--- config.mk ---
export PLATFORM = sky130hd
export DESIGN_NAME = chroma_bilinear_interpolator
export DESIGN_NICKNAME = d
export VERILOG_FILES = /design/src/hw/rtl/cbi_pkg.sv /design/src/hw/rtl/cbi_cell.sv /design/src/hw/rtl/cbi_filter.sv /design/src/hw/rtl/chroma_bilinear_interpolator.sv
export VERILOG_INCLUDE_DIRS = /design/src /design/src/hw/rtl
export SDC_FILE = /design/constraint.sdc
export NUM_CORES = 1
export LEC_CHECK = 0
export ABC_CLOCK_PERIOD_IN_PS = 17200
export BUFFER_PORTS_ARGS = -buffer_cell sky130_fd_sc_hd__buf_2
export CORE_ASPECT_RATIO = 1.25
export CORE_MARGIN = 2
export CORE_UTILIZATION = 30
export DETAILED_ROUTE_END_ITERATION = 10
export PLACE_DENSITY = 0.48
export SYNTH_ARGS = -nofsm -noshare
export SYNTH_HDL_FRONTEND = slang
export SYNTH_SLANG_ARGS = --single-unit
--- constraint.sdc ---
create_clock -name clock -period 17.2 [get_ports clock]
set_clock_uncertainty 0.1 [all_clocks]
set_input_delay 3.44 -clock clock [delete_from_list [all_inputs] [get_ports clock]]
set_output_delay 3.44 -clock clock [all_outputs]
set_load 0.02 [all_outputs]
--- src/hw/rtl/chroma_bilinear_interpolator_macros.svh ---
// Assertion macros shared by the chroma interpolator RTL.
// Included by modules that carry concurrent checks; no other dependencies.
`ifndef CHROMA_BILINEAR_INTERPOLATOR_MACROS_SVH
`define CHROMA_BILINEAR_INTERPOLATOR_MACROS_SVH

// Same-cycle implication, disabled during reset
`define CBI_ASSERT_IMP(lbl, clk, rst, ante, cons) \
   lbl: assert property (@(posedge clk) disable iff (rst) (ante) |-> (cons)) \
      else $error("cbi assertion failed");

// Next-cycle implication, disabled during reset
`define CBI_ASSERT_NXT(lbl, clk, rst, ante, cons) \
   lbl: assert property (@(posedge clk) disable iff (rst) (ante) |=> (cons)) \
      else $error("cbi assertion failed");

`endif

--- src/hw/rtl/cbi_pkg.sv ---
// Shared constants and types for the chroma bilinear interpolator.
// No dependencies; used by cbi_cell, cbi_filter and the top level.
package cbi_pkg;

   localparam int MAX_WIDTH  = 8;
   localparam int MAX_HEIGHT = 16;
   localparam int MIN_WIDTH  = 2;
   localparam int MIN_HEIGHT = 1;

   // counters hold 0..MAX_WIDTH and 0..MAX_HEIGHT
   localparam int COL_W  = $clog2(MAX_WIDTH + 1);
   localparam int ROW_W  = $clog2(MAX_HEIGHT + 1);
   localparam int TAPS   = MAX_WIDTH + 1;

   localparam int SAMPLE_W = 8;
   localparam int FRAC_W   = 3;
   localparam int WEIGHT_W = 7;   // up to 64
   localparam int PROD_W   = 14;  // 64 * 255 + 32 stays below 2^14
   localparam int SHIFT    = 6;
   localparam int ROUND    = 32;
   localparam int ONE      = 8;   // eighth-sample unit

   // config register indexes
   localparam logic [1:0] REG_X_FRAC       = 2'd0;
   localparam logic [1:0] REG_Y_FRAC       = 2'd1;
   localparam logic [1:0] REG_BLOCK_WIDTH  = 2'd2;
   localparam logic [1:0] REG_BLOCK_HEIGHT = 2'd3;

   // bilinear weights for the four neighbors
   typedef struct packed {
      logic [WEIGHT_W-1:0] wa;  // upper-left
      logic [WEIGHT_W-1:0] wb;  // upper
      logic [WEIGHT_W-1:0] wc;  // left
      logic [WEIGHT_W-1:0] wd;  // current
   } weight_type;

   // position tag that travels with a pixel
   typedef struct packed {
      logic [2:0] col;
      logic [3:0] row;
      logic       last;
   } tag_type;

endpackage

--- src/hw/rtl/cbi_cell.sv ---
// One stage of the line delay chain: holds a sample, passes it on each item.
// Depends on cbi_pkg.
module cbi_cell (
   input  logic                          clock,
   input  logic                          shift_en,
   input  logic [cbi_pkg::SAMPLE_W-1:0]  d_in,
   output logic [cbi_pkg::SAMPLE_W-1:0]  d_out
);

   logic [cbi_pkg::SAMPLE_W-1:0] sample_ff;

   // take the neighbor's sample on every accepted item
   always_ff @(posedge clock) begin
      if (shift_en) begin
         sample_ff <= d_in;
      end
   end

   assign d_out = sample_ff;

endmodule

--- src/hw/rtl/cbi_filter.sv ---
// Two-stage weighted sum: products, then sum/round into the output register.
// Depends on cbi_pkg and the assertion macro header.
`include "chroma_bilinear_interpolator_macros.svh"

module cbi_filter (
   input  logic                          clock,
   input  logic                          reset,
   input  cbi_pkg::weight_type           weight,
   input  logic                          in_valid,
   output logic                          in_ready,
   input  logic [cbi_pkg::SAMPLE_W-1:0]  smp_a,
   input  logic [cbi_pkg::SAMPLE_W-1:0]  smp_b,
   input  logic [cbi_pkg::SAMPLE_W-1:0]  smp_c,
   input  logic [cbi_pkg::SAMPLE_W-1:0]  smp_d,
   input  cbi_pkg::tag_type              in_tag,
   output logic                          out_valid,
   input  logic                          out_ready,
   output logic [cbi_pkg::SAMPLE_W-1:0]  out_pixel,
   output cbi_pkg::tag_type              out_tag
);

   logic                        s1_valid_ff;
   logic [cbi_pkg::PROD_W-1:0]  prod_a_ff, prod_b_ff, prod_c_ff, prod_d_ff;
   cbi_pkg::tag_type            s1_tag_ff;

   logic                        out_valid_ff;
   logic [cbi_pkg::SAMPLE_W-1:0] pixel_ff;
   cbi_pkg::tag_type            out_tag_ff;

   logic                        s2_load;
   logic [cbi_pkg::PROD_W-1:0]  sum_in;

   assign s2_load  = !out_valid_ff || out_ready;
   assign in_ready = !s1_valid_ff || s2_load;

   // stage 1 control
   always_ff @(posedge clock) begin
      if (reset) begin
         s1_valid_ff <= 1'b0;
      end else if (in_ready) begin
         s1_valid_ff <= in_valid;
      end
   end

   // stage 1: one product per neighbor
   always_ff @(posedge clock) begin
      if (in_ready && in_valid) begin
         prod_a_ff <= cbi_pkg::PROD_W'(weight.wa) * cbi_pkg::PROD_W'(smp_a);
         prod_b_ff <= cbi_pkg::PROD_W'(weight.wb) * cbi_pkg::PROD_W'(smp_b);
         prod_c_ff <= cbi_pkg::PROD_W'(weight.wc) * cbi_pkg::PROD_W'(smp_c);
         prod_d_ff <= cbi_pkg::PROD_W'(weight.wd) * cbi_pkg::PROD_W'(smp_d);
         s1_tag_ff <= in_tag;
      end
   end

   // stage 2: sum, round, scale
   assign sum_in = prod_a_ff + prod_b_ff + prod_c_ff + prod_d_ff
                 + cbi_pkg::PROD_W'(cbi_pkg::ROUND);

   always_ff @(posedge clock) begin
      if (reset) begin
         out_valid_ff <= 1'b0;
      end else if (s2_load) begin
         out_valid_ff <= s1_valid_ff;
      end
   end

   always_ff @(posedge clock) begin
      if (s2_load && s1_valid_ff) begin
         pixel_ff   <= sum_in[cbi_pkg::SHIFT +: cbi_pkg::SAMPLE_W];
         out_tag_ff <= s1_tag_ff;
      end
   end

   assign out_valid = out_valid_ff;
   assign out_pixel = pixel_ff;
   assign out_tag   = out_tag_ff;

   // a blocked stage 1 item is never dropped
   `CBI_ASSERT_NXT(a_s1_hold, clock, reset, s1_valid_ff && !s2_load, s1_valid_ff)
   // an item in stage 1 moves into an empty output register
   `CBI_ASSERT_NXT(a_s1_drain, clock, reset, s1_valid_ff && !out_valid_ff, out_valid_ff)
   // a pixel waiting on rsp_ stays put
   `CBI_ASSERT_NXT(a_out_hold, clock, reset, out_valid_ff && !out_ready,
                   out_valid_ff && $stable(pixel_ff))

endmodule

--- src/hw/rtl/chroma_bilinear_interpolator.sv ---
// Top level: window counters, line delay chain of cells, weights, filter pipeline.
// Depends on cbi_pkg, cbi_cell, cbi_filter and the assertion macro header.
//
//   channel   direction  handshake            payload
//   req_      in         req_valid/req_ready  req_sample_in
//   rsp_      out        rsp_valid/rsp_ready  rsp_pixel_out, rsp_out_col, rsp_out_row,
//                                             rsp_block_end
//   csr_      in         csr_we               csr_index, csr_wdata
//
// One sample per cycle sustained while rsp_ is not stalled; a pixel is offered on rsp_
// after its sample passes the product register and then the output register. The
// previous row lives in a chain of MAX_WIDTH+1 cells shifted once per item; the upper
// sample is the tap at the effective width. Reset clears counters, neighbors, fractions
// and pipeline valids and sets the weights for zero fractions; the chain is not cleared.
// A stalled rsp_ stage holds req_ready low only once both pipeline registers are full.
`include "chroma_bilinear_interpolator_macros.svh"

module chroma_bilinear_interpolator (
   input  logic        clock,
   input  logic        reset,
   input  logic        req_valid,
   output logic        req_ready,
   input  logic [7:0]  req_sample_in,
   output logic        rsp_valid,
   input  logic        rsp_ready,
   output logic [7:0]  rsp_pixel_out,
   output logic [2:0]  rsp_out_col,
   output logic [3:0]  rsp_out_row,
   output logic        rsp_block_end,
   input  logic        csr_we,
   input  logic [1:0]  csr_index,
   input  logic [4:0]  csr_wdata
);

   localparam int COL_W = cbi_pkg::COL_W;
   localparam int ROW_W = cbi_pkg::ROW_W;

   // config registers
   logic [2:0] x_frac_ff, y_frac_ff;
   logic [2:0] x_frac_in, y_frac_in;
   logic [3:0] block_width_ff;
   logic [4:0] block_height_ff;

   // window state
   logic [COL_W-1:0] col_count_ff, col_count_in;
   logic [ROW_W-1:0] row_count_ff, row_count_in;
   logic [7:0]       left_ff, upper_left_ff;

   cbi_pkg::weight_type weight_ff, weight_in;

   logic [COL_W-1:0] w_eff;
   logic [ROW_W-1:0] h_eff;
   logic             accept, produce, geom_write;
   logic [7:0]       above;
   logic [7:0]       tap [cbi_pkg::TAPS];
   logic [3:0]       inv_x, inv_y;
   cbi_pkg::tag_type tag_in, rsp_tag;

   assign accept     = req_valid && req_ready;
   assign geom_write = csr_we && (csr_index == cbi_pkg::REG_BLOCK_WIDTH ||
                                  csr_index == cbi_pkg::REG_BLOCK_HEIGHT);

   // config write port
   always_ff @(posedge clock) begin
      if (reset) begin
         x_frac_ff       <= '0;
         y_frac_ff       <= '0;
         block_width_ff  <= 4'd8;
         block_height_ff <= 5'd4;
      end else if (csr_we) begin
         case (csr_index)
            cbi_pkg::REG_X_FRAC:       x_frac_ff       <= csr_wdata[2:0];
            cbi_pkg::REG_Y_FRAC:       y_frac_ff       <= csr_wdata[2:0];
            cbi_pkg::REG_BLOCK_WIDTH:  block_width_ff  <= csr_wdata[3:0];
            cbi_pkg::REG_BLOCK_HEIGHT: block_height_ff <= csr_wdata;
            default: ;
         endcase
      end
   end

   // clamp geometry to the supported window
   always_comb begin
      if (block_width_ff < 4'(cbi_pkg::MIN_WIDTH)) begin
         w_eff = COL_W'(cbi_pkg::MIN_WIDTH);
      end else if (block_width_ff > 4'(cbi_pkg::MAX_WIDTH)) begin
         w_eff = COL_W'(cbi_pkg::MAX_WIDTH);
      end else begin
         w_eff = COL_W'(block_width_ff);
      end
      if (block_height_ff < 5'(cbi_pkg::MIN_HEIGHT)) begin
         h_eff = ROW_W'(cbi_pkg::MIN_HEIGHT);
      end else if (block_height_ff > 5'(cbi_pkg::MAX_HEIGHT)) begin
         h_eff = ROW_W'(cbi_pkg::MAX_HEIGHT);
      end else begin
         h_eff = ROW_W'(block_height_ff);
      end
   end

   // fractions as they stand after this edge
   always_comb begin
      x_frac_in = x_frac_ff;
      y_frac_in = y_frac_ff;
      if (csr_we && csr_index == cbi_pkg::REG_X_FRAC) begin
         x_frac_in = csr_wdata[2:0];
      end
      if (csr_we && csr_index == cbi_pkg::REG_Y_FRAC) begin
         y_frac_in = csr_wdata[2:0];
      end
   end

   // weights are registered from the incoming fractions, so the next item sees them
   assign inv_x = 4'(cbi_pkg::ONE) - {1'b0, x_frac_in};
   assign inv_y = 4'(cbi_pkg::ONE) - {1'b0, y_frac_in};

   always_comb begin
      weight_in.wa = cbi_pkg::WEIGHT_W'(inv_x) * cbi_pkg::WEIGHT_W'(inv_y);
      weight_in.wb = cbi_pkg::WEIGHT_W'(x_frac_in) * cbi_pkg::WEIGHT_W'(inv_y);
      weight_in.wc = cbi_pkg::WEIGHT_W'(inv_x) * cbi_pkg::WEIGHT_W'(y_frac_in);
      weight_in.wd = cbi_pkg::WEIGHT_W'(x_frac_in) * cbi_pkg::WEIGHT_W'(y_frac_in);
   end

   always_ff @(posedge clock) begin
      if (reset) begin
         weight_ff <= '{wa: cbi_pkg::WEIGHT_W'(cbi_pkg::ONE * cbi_pkg::ONE),
                        wb: '0, wc: '0, wd: '0};
      end else begin
         weight_ff <= weight_in;
      end
   end

   // line delay chain: tap k holds the sample k+1 items back
   for (genvar k = 0; k < cbi_pkg::TAPS; k++) begin : g_chain
      if (k == 0) begin : g_head
         cbi_cell u_tap (
            .clock    (clock),
            .shift_en (accept),
            .d_in     (req_sample_in),
            .d_out    (tap[k])
         );
      end else begin : g_body
         cbi_cell u_tap (
            .clock    (clock),
            .shift_en (accept),
            .d_in     (tap[k-1]),
            .d_out    (tap[k])
         );
      end
   end

   // the same column one window row back
   assign above = tap[w_eff];

   // window counters
   always_comb begin
      col_count_in = col_count_ff;
      row_count_in = row_count_ff;
      if (geom_write) begin
         col_count_in = '0;
         row_count_in = '0;
      end else if (accept) begin
         if (col_count_ff >= w_eff) begin
            col_count_in = '0;
            row_count_in = (row_count_ff >= h_eff) ? '0 : ROW_W'(row_count_ff + 1'b1);
         end else begin
            col_count_in = COL_W'(col_count_ff + 1'b1);
         end
      end
   end

   always_ff @(posedge clock) begin
      if (reset) begin
         col_count_ff  <= '0;
         row_count_ff  <= '0;
         left_ff       <= '0;
         upper_left_ff <= '0;
      end else begin
         col_count_ff <= col_count_in;
         row_count_ff <= row_count_in;
         if (accept) begin
            left_ff       <= req_sample_in;
            upper_left_ff <= above;
         end
      end
   end

   // a pixel for every sample past the first row and column
   assign produce = (row_count_ff != '0) && (col_count_ff != '0);

   always_comb begin
      tag_in.col  = 3'(col_count_ff - 1'b1);
      tag_in.row  = 4'(row_count_ff - 1'b1);
      tag_in.last = (col_count_ff == w_eff) && (row_count_ff == h_eff);
   end

   cbi_filter u_filter (
      .clock     (clock),
      .reset     (reset),
      .weight    (weight_ff),
      .in_valid  (req_valid && produce),
      .in_ready  (req_ready),
      .smp_a     (upper_left_ff),
      .smp_b     (above),
      .smp_c     (left_ff),
      .smp_d     (req_sample_in),
      .in_tag    (tag_in),
      .out_valid (rsp_valid),
      .out_ready (rsp_ready),
      .out_pixel (rsp_pixel_out),
      .out_tag   (rsp_tag)
   );

   assign rsp_out_col   = rsp_tag.col;
   assign rsp_out_row   = rsp_tag.row;
   assign rsp_block_end = rsp_tag.last;

   // counters never pass the clamped window
   `CBI_ASSERT_IMP(a_col_bound, clock, reset, 1'b1, col_count_ff <= w_eff)
   `CBI_ASSERT_IMP(a_row_bound, clock, reset, 1'b1, row_count_ff <= h_eff)
   // the last sample of a window wraps both counters
   `CBI_ASSERT_NXT(a_wrap, clock, reset,
                   accept && !geom_write && tag_in.last,
                   col_count_ff == '0 && row_count_ff == '0)

endmodule

==> results.txt <==
----------------------------------------------------
[Place]
  Buffers added on ports ... 37
  Routability-driven placement congestion ratio ... roughly 0.8
  Post-detailed-placement half-perimeter wirelength ... a little under 30000 µm
  Placed cell count ... about 2300

[Job]
  Number of max-cap violations ... 0

[CTS]
  Count of hold buffers inserted by post-cts repair ... 0
  Resized cells post-CTS ... 0
  CTS root buffer ... sky130_fd_sc_hd__clkbuf_16
  TritonCTS clock tree ... yes
  Sinks on the clock net ... ~220
  CTS H-tree depth ... 1
  Postcts setup bufs ... 0
  Clock-pin transition on the worst setup and hold timing paths ... around 0.06 ns
  Later-pin clock latency in the skew report ... 0.55 ns
  Clock buffers created by TritonCTS ... 25
  CTS Buffer Depth ... 3

[Pwr]
  Sw Pwr ... between 300 and 400 µW
  Sequential share of power ... a little under half
  Switching portion of total power ... 26.2%
  Power after layout ... 1.26 mW
  Worst VDD drop ... slightly below 0.00006 V
  Portion of total power attributed to the clock network ... 41.0%
  Relative contribution of combinational cells to total power ... 11.3%
  Internal power component ... 933 µW
  Leakage ... 8.17 nW
  Power per cell area ... about 69 nW/µm²

[Yosys]
  Count of warnings emitted by yosys ... 0
  Number of synthesized register bits ... 218
  Portion of the post-synthesis area used by sequential elements ... about 36%
  Average instance area after synthesis ... roughly 11 µm²
  Share of synthesized flip-flops with an asynchronous set or reset ... 0%
  Count of distinct cell types in the synthesized netlist ... between 70 and 80
  Post-Syn Area ... between 15000 and 20000 µm²
  Number of nets in the synthesized netlist ... 1880
  Count of flip-flops with a built-in enable after synthesis ... around 150
  Post-synthesis cell count ... between 1500 and 2000
  Main synth FF type ... sky130_fd_sc_hd__edfxtp_1

[Drt]
  Via count normalized by instance count ... approximately 4.6
  Total DRC errors in the routed layout ... 0
  Total Routed Length ... roughly 37000 µm
  Via count ... 10600
  Initial drt markers ... approximately 440
  Number of iterations in the first detailed-routing pass ... 5
  Wire length per cell ... approximately 16 µm
  Antenna-violating nets left ... 0

[Setup path]
  Endpoint kind of the worst setup timing path ... output pin
  Crit path arrival time ... roughly 4.1 ns
  Required time of the worst setup path ... approximately 14 ns
  Type of the worst setup path ... input port to output pin
  Maximum fanout count along the critical path ... 3
  Launching element type of the critical path ... input port

[Floorplan]
  Std-Cell Rows ... 96
  Number of top-level design ports ... 38
  Core footprint ... ~55000 µm²
  Die area ... about 57000 µm²
  Die Span X ... approximately 210 µm
  Die H ... 266 µm
  Starting density of the core ... between 30% and 40%

[Worst hold path]
  Worst min-delay path class ... register to register

[Run status]
  Status ... completed

[Cells and area]
  Fillcell total ... 5573
  Highest-count cells in the layout ignoring fill and taps ... sky130_fd_sc_hd__ha_1, sky130_fd_sc_hd__inv_1, sky130_fd_sc_hd__edfxtp_1
  Diodes inserted ... 0
  Share of post-route cells with drive strength above 1 ... around 7.4%
  Number of nets in the layout ... slightly below 2000
  Post-synthesis to final-layout area growth ... 11.2%
  Commonest non-fill, non-tap cell in the layout ... sky130_fd_sc_hd__ha_1
  Non-filler instance count after layout ... 2323

[GRT]
  Vias in the first global route ... 11400
  Maximum number of pins on one net before global-route repair ... 75
  Congestion Overflow GR ... 0
  Initial antenna violation count ... 0
  First-pass GRT wire length ... 61200 µm
  Overall fraction of global-route tracks in use ... 13.8%

[STA]
  RSZ-0062 raised after global routing ... no
  TNS Setup ... 0 ns
  Relative max-transition margin ... a little under two fifths
  Final hold violations ... 0
  Min Clock Period, post-route ... approximately 7.7 ns
  Upper clock frequency limit ... between 100 and 150 MHz
  Final worst path period share ... between 40 and 50%
  Total of endpoints with negative setup slack in the final report ... 0
  Slew at the pin with the worst max-slew slack ... just over 0.9 ns
  Max-slew violations ... 0

----------------------------------------------------
-- path summary, 6_finish.rpt --
path / from / end / slack, ns / cells after the start
setup / recovery: rsp_ready / req_ready / 9.54 / 5
hold / removal: u_filter.s1_tag_ff[2] / u_filter.out_tag[2] / 0.31 / 0
setup reg to reg: block_width_ff[3] / u_filter.prod_b_ff[12] / 10.15 / 20
hold reg to reg: u_filter.s1_tag_ff[2] / u_filter.out_tag[2] / 0.31 / 0
-- area by class of cell --
cell class,count,area [µm²],share of cell area (%)
Multi-Input combinational cell,1098,9810,53.5
Sequential cell,218,5890,32.1
Tap cell,735,920,5.01
Clock buffer,35,683,3.72
Inverter,179,673,3.67
Timing Repair Buffer,47,260,1.42
Clock inverter,11,108,0.587
-- critical path: stages --
cell                      delay, ns
sky130_fd_sc_hd__buf_2         0.09
sky130_fd_sc_hd__nor2b_1       0.20
sky130_fd_sc_hd__and2_1        0.18
sky130_fd_sc_hd__inv_1         0.05
sky130_fd_sc_hd__buf_2         0.15
-- kinds of logic (layout without fill, tap and decap cells) --
| family | Yosys count | after routing | share of synthesized area (%) |
|---|---|---|---|
| xor gates and xnor gates | 74 | 74 | 3.93 |
| adders and majority gates | 335 | 335 | 32.0 |
| DFF | 218 | 218 | 35.7 |
| muxes | 28 | 28 | 1.81 |
| and+or+nand+nor | 480 | 480 | 14.2 |
| AOI/OAI and AO/OA | 181 | 181 | 7.50 |
| buffers and inverters | 209 | 272 | 4.86 |
-- power by group through the flow --
stage	Clock, mW	Sequential [mW]	Combinational (mW)
6_report	0.519	0.602	0.143
5_1_grt	0.556	0.605	0.165
4_1_cts	0.540	0.602	0.148
3_5_place_dp	0	0.614	0.146
3_3_place_gp	0	0.613	0.146
2_1_floorplan	0	0.602	0.105
-- through the flow --
stage / utilization [%] / area (µm²) / setup slack, ns / hold WS (ns)
2_1_floorplan: - / 16500 / 7.95 / 0.300
3_3_place_gp: 32.1 / 17600 / 9.26 / 0.303
3_5_place_dp: 32.1 / 17600 / 9.18 / 0.305
4_1_cts: 33.6 / 18300 / 9.55 / 0.315
5_1_grt: 33.6 / 18300 / 9.47 / 0.322
6_report: 33.6 / 18300 / 9.54 / 0.314
-- synthesized netlist by cell type (all sizes together) (5+ instances only) --
cell    number  area share (%)
a211o        6            0.32
a211oi      14            0.67
a21o        19            0.86
a21oi       62             1.9
a22oi        8            0.36
and2        88             3.3
buf          5            0.22
clkbuf      25            0.57
dfxtp       66             8.0
edfxtp     152              28
fa         144              17
ha         191              14
inv        179             4.1
mux2i       28             1.8
nand2      136             3.1
nand2b      16            0.61
nand3       12            0.42
nand3b       6            0.35
nor2       136             3.1
nor2b       21            0.80
nor3        26            0.79
o21a         6            0.27
o21ai       23            0.70
o21bai       5            0.23
o311ai       6            0.32
o31ai        7            0.43
or2         11            0.42
xnor2       56             3.0
xor2        18            0.96
-- sequential cells by signal, indices dropped and copies added (netlist names), 14 cells and up --
signal                      cells
weight_ff                      24
u_filter.prod_c_ff             14
u_filter.prod_a_ff             14
u_filter.prod_d_ff             14
g_chain.g_body.u_tap.d_out     64
u_filter.prod_b_ff             14
-- metal layers --
layer,GRT usage (%),up-vias,share of wire (%)
li1,-,5225,-
met1,17.4,5203,45
met2,24.8,107,51
met3,1.30,39,2.3
met4,3.83,0,2.2
met5,0,-,0
No activity file was read; power rests on OpenSTA's default activity.
